## config.mk

```make
export PLATFORM = sky130hd
export DESIGN_NAME = rpfa_ram
export DESIGN_NICKNAME = d
export VERILOG_FILES = /design/src/hdl/refcounted_page_frame_allocator_top_macros.svh /design/src/hdl/rpfa_ram.sv
export SDC_FILE = /design/constraint.sdc
export NUM_CORES = 1
export LEC_CHECK = 0
export BUFFER_PORTS_ARGS = -buffer_cell sky130_fd_sc_hd__buf_2
export CAP_MARGIN = 5
export CORE_MARGIN = 8
export CORE_UTILIZATION = 60
export CTS_CLUSTER_SIZE = 30
export DETAILED_ROUTE_END_ITERATION = 12
export GPL_ROUTABILITY_DRIVEN = 0
export PLACE_DENSITY_LB_ADDON = 0.12
export SYNTH_ARGS = -nofsm -noshare
export SYNTH_HDL_FRONTEND = slang
export SYNTH_SLANG_ARGS = --single-unit
```

## constraint.sdc

```tcl
create_clock -name clk -period 1.95 [get_ports clk]
set_input_delay 0.2925 -clock clk [delete_from_list [all_inputs] [get_ports clk]]
set_output_delay 0.2925 -clock clk [all_outputs]
set_load 0.05 [all_outputs]
```

## src/hdl/refcounted_page_frame_allocator_top_macros.svh

```systemverilog
// Assertion macros for the page frame allocator top level.
`ifndef REFCOUNTED_PAGE_FRAME_ALLOCATOR_TOP_MACROS_SVH
`define REFCOUNTED_PAGE_FRAME_ALLOCATOR_TOP_MACROS_SVH

// Same-cycle implication, disabled in reset.
`define RPFA_ASSERT_NOW(label, clk, rst_n, ante, cons, msg) \
    label: assert property (@(posedge clk) disable iff (!rst_n) (ante) |-> (cons)) \
        else $error(msg);

// Next-cycle implication, disabled in reset.
`define RPFA_ASSERT_NEXT(label, clk, rst_n, ante, cons, msg) \
    label: assert property (@(posedge clk) disable iff (!rst_n) (ante) |=> (cons)) \
        else $error(msg);

`endif

```

## src/hdl/rpfa_ram.sv

```systemverilog
// Generic single-write, single-read RAM with registered read data.
module rpfa_ram #(
    parameter int WIDTH = 8,
    parameter int DEPTH = 16
) (
    input  logic                     clk,
    input  logic                     we,
    input  logic [$clog2(DEPTH)-1:0] waddr,
    input  logic [WIDTH-1:0]         wdata,
    input  logic [$clog2(DEPTH)-1:0] raddr,
    output logic [WIDTH-1:0]         rdata
);

    logic [WIDTH-1:0] mem [DEPTH];

    always_ff @(posedge clk)
    begin
        if (we)
        begin
            mem[waddr] <= wdata;
        end
        rdata <= mem[raddr];
    end

endmodule

```

==> Word-level counts from Yosys, hierarchy flattened <==
Memory sizes are Yosys's and may differ from the RTL's. A register that Yosys moved wholly into a read port is not among the register bits.
Index checks and enable logic that the tools add are counted.
{ "totals": {"rom_bits": 0, "latchBits": 0, "ram_bits": 128, "n_memories": 1, "register_bits": 0} }
{ "memory_table": {"columns": ["memory", "depth", "width", "rd", "rd_ports_with_merged_regs", "write_ports", "line_no", "text"], "rows": [
  ["mem", 16, 8, 1, 1, 1, "rpfa_ram.sv:14", "logic [WIDTH-1:0] mem [DEPTH];"]
]} }
{ "classes": {"muxes": 2, "eq_ne": 0, "bitwise_logic": 0, "order_cmp": 0, "n_addsub": 0, "n_reduce_logical": 0, "mul": 0, "n_div": 0, "n_shift": 0} }
{ "op_table": {"columns": ["cell", "n"], "rows": [
  ["2-to-1 mux 1 bit", 2]
]} }

==> Depth between registers and ports, before layout <==
{ "logic_depth": {"ltp_word": 2, "ltp_mapped": 5, "ltp_nobuf": 3} }

==> Worst setup path after synthesis <==
OpenSTA, ideal clock, no wires.
{ "synth_timing": {"path_kind": "input -> register", "startpoint": "input port waddr[2]", "endpoint": "memory mem[0][0], enable pin", "setup_ns": 0.383, "arrival_time_ns": 1.402, "stages": 2, "n_path_buf": 0, "slack_ns": 0.165, "required_ns": 1.567, "path_cell_list": "or3b_2 -> nor3_1"} }
{ "synth_rtl": {"columns": ["item", "line_no", "text"], "rows": [
  ["start: declaration", "rpfa_ram.sv:8", "input logic [$clog2(DEPTH)-1:0] waddr,"],
  ["end: declaration", "rpfa_ram.sv:14", null]
]} }
Straight into the memory's write port.

==> Worst setup path after layout <==
{ "layout_timing": {"startpoint": "register rdata[7] (read register of mem)", "endpoint": "output port rdata[7]"} }
{ "layout_rtl": {"columns": ["item", "line_no", "text"], "rows": [
  ["start: declaration", "rpfa_ram.sv:11", "output logic [WIDTH-1:0] rdata"]
]} }
No word-level cell between the ends.

==> metrics.md <==
| Metric | Value |
|---|---|
| Setup ws final | about 0.52 ns |
| Clock network power share | between 40% and 50% |
| Clock slew at reported path FFs | ~0.06 ns |
| Logic pwr share | 5.2% |
| CTS tree | yes |
| Die Wd | 109 um |
| Met1 usage | 22.3% |
| Met3 usage in global routing | 5.55% |
| Routed wire length | between 9000 and 10000 um |
| Top-area cell type share of the netlist area | 74.7% |
| Die Area | 11800 um^2 |
| Crit-path cells | buf_2 |
| Total power | between 7 and 8 mW |
| Row count | 33 |
| Starting Density | 62.3% |
| FF+latch count, synth | 136 |
| Area grow syn2layout | 19.8% |
| Vias in the first global route | around 2600 |
| GRT Residual Overflow | 0 |
| WP data arrival | 1.14 ns |
| Via count | 2453 |
| HPWL Detailed | 5890 um |
| Synthesized area | 5150 um^2 |
| Antenna cell count | 0 |
| # port buffers | 25 |
| Post-route cell area | a little over 6000 um^2 |
| Synth Instances | 229 |
| H-Tree Depth | 4 |
| Largest net degree at the start of global routing | 33 |
| Worst Path Max Fanout | 1 |
| Slowest stage delay, CP | around 0.35 ns |
| Initial antenna violation count | 0 |
| Worst hold stages | 1 |
| Slew @ Worst Pin | 0.401 ns |
| Mux contribution to synthesized area | approximately 15% |
| Xor/xnor share of the synthesized area | 0% |
| Worst relative slew slack | 73.3% |
| Critical path depth | 1 |
| Final hold slack | 0.164 ns |
| Share of layout cells above drive strength 1 | approximately 32% |
| Layout Cells excl Fill | about 400 |
| Worst vdd ir | 0.870 mV |
| Post-DRT Antenna Nets | 0 |
| Final Cycle Share | about three quarters |
| Cell Count Post-Placement | 371 |
| Max Clock Skew | around 0.0057 ns |
| Yosys top cell by area | edfxtp_1 |
| TritonCTS Sinks | between 100 and 150 |
| Number of max-cap violations | 0 |
| Met2 Use GR | 29.5% |
| Setup bufs post-CTS | 0 |
| Worst hold path type | primary input to flip-flop |
| Cell Int Power | about 5.7 mW |
| DRC Markers | 0 |
| Core ar. | between 8000 and 9000 um^2 |
| Post-synthesis simple-gate area fraction | 3.18% |
| Crit path launch type | flip-flop |
| Adder-cell share of the synthesized area | 0% |
| Number of distinct library cells after synthesis | 19 |
| Fmax | 697 MHz |
| Worst setup path class | flip-flop to output port |
| Largest family of logic cells by synthesized area | multiplexers |
| CTS resizes | 0 |
| Yosys warnings | 0 |
| Global route hottest layer | met2 |
| Slew Limit Fails | 0 |
| First-pass GRT wire length | 14900 um |
| Vias per cell | 6.09 |
| Initial DRC Count | 122 |
| Setup repair after global routing missed its margin | false |
| Nets | around 300 |
| Final core occ | between 70 and 80% |
| Delay-heaviest family, CP | flip-flops |
| Sequential fraction of the synthesis area | 77.8% |
| Syn_nets | about 250 |
| Final Critical Period | 1.43 ns |
| Buffers & Inverters on Critical Path | 1 |
| Total GRT Usage | 18.0% |
| Clock tree buffer depth | 2 |
| # IOs | 26 |
| Die Y | roughly 110 um |
| R2R cell count | 3 |
| Clk_lat worst skew | 0.51 ns |
| Post-DP Area | 5520 um^2 |
| Seq pwr share | 46.2% |
| PD cells | 1150 nW/um^2 |
| Final setup vio count | 0 |
| Hold-fix buffers at CTS | 0 |
| Status | complete, no violations |
| Worst Path Required | 1.66 ns |
| Pre-antenna DRT Iters | 4 |
| Setup crit end kind | output port |
| Clock root buffer | clkbuf_8 |
| Sw Ratio | 19.5% |
| WL per Instance | around 25 um |
| Compound-gate portion of the synthesized area | 2.33% |
| Static Leak | 2.14 nW |
| CP max-delay cell | dfxtp_1 |
| Final hold vios | 0 |
| Total CTS buffers | 17 |
| Post-Place Setup Slack | 0.220 ns |
| Synth top area cells | edfxtp_1, mux4_2, mux4_1 |
| Setup TNS | 0 ns |
| Syn avg cell area | 22.5 um^2 |
| Switch Pwr | between 1 and 1.5 mW |
[path summary, 6_finish.rpt]
kind         startpoint  slack (ns)         to
min reg2reg  mem[15][6]        0.67   rdata[6]
max reg2reg   mem[0][5]        0.53   rdata[5]
min            wdata[3]        0.16  mem[1][3]
max            rdata[7]        0.52   rdata[7]
[Yosys cell counts]
| cell type | number |
|---|---|
| a22oi_1 | 16 |
| and2_1 | 1 |
| and2b_1 | 1 |
| buf_2 | 3 |
| buf_4 | 1 |
| buf_6 | 3 |
| clkdlybuf4s25_2 | 3 |
| dfxtp_1 | 8 |
| edfxtp_1 | 128 |
| mux4_1 | 14 |
| mux4_2 | 18 |
| nand2_1 | 9 |
| nand2b_1 | 2 |
| nand3_1 | 1 |
| nand3b_1 | 2 |
| nor2_1 | 13 |
| nor2b_1 | 1 |
| nor3_1 | 4 |
| or3b_2 | 1 |
[sequential cells by signal, summed over array words and instances (netlist names)]
name / count
mem: 128
rdata: 8
[power by group through the flow]
| stage | logic, mW | clock network (mW) | registers (mW) |
|---|---|---|---|
| 6_report | 0.374 | 3.46 | 3.29 |
| 5_1_grt | 0.399 | 3.62 | 3.29 |
| 4_1_cts | 0.380 | 3.49 | 3.29 |
| 3_5_place_dp | 0.375 | 0 | 3.35 |
| 3_3_place_gp | 0.368 | 0 | 3.34 |
| 2_1_floorplan | 0.166 | 0 | 3.41 |
[cells in the final DEF (no fill, tap or decap), drive strengths merged]
| cell | synthesis | final |
|---|---|---|
| nor2 | 13 | 13 |
| clkinv | 0 | 8 |
| edfxtp | 128 | 128 |
| clkbuf | 0 | 18 |
| bufinv | 0 | 6 |
| nor3 | 4 | 4 |
| and2b | 1 | 1 |
| mux4 | 32 | 32 |
| dfxtp | 8 | 8 |
| buf | 7 | 47 |
| a22oi | 16 | 16 |
| or3b | 1 | 1 |
| nand3 | 1 | 1 |
| nor2b | 1 | 1 |
| nand2 | 9 | 9 |
| and2 | 1 | 1 |
| nand2b | 2 | 2 |
| nand3b | 2 | 2 |
[layer usage]
layer	wire length (um)	share of wire [%]	up-vias
met5	0	0	-
met4	170	1.7	0
met3	589	5.9	14
met2	5030	51	88
met1	4150	42	1265
li1	-	-	1086
[logic make-up after synthesis]
| family | after synthesis |
|---|---|
| DFF | 136 |
| and+or+nand+nor | 35 |
| buffers and inverters | 10 |
| AOI/OAI and AO/OA | 16 |
| muxes | 32 |
[cell type report]
cell class                      count  area [um^2]
Clock inverter                     14          230
Tap cell                          105          131
Sequential cell                   136         4000
Timing Repair Buffer               47          328
Multi-Input combinational cell     83         1060
Clock buffer                       18          418
Fill cell                         478         2090
No activity file was read; power rests on OpenSTA's default activity.
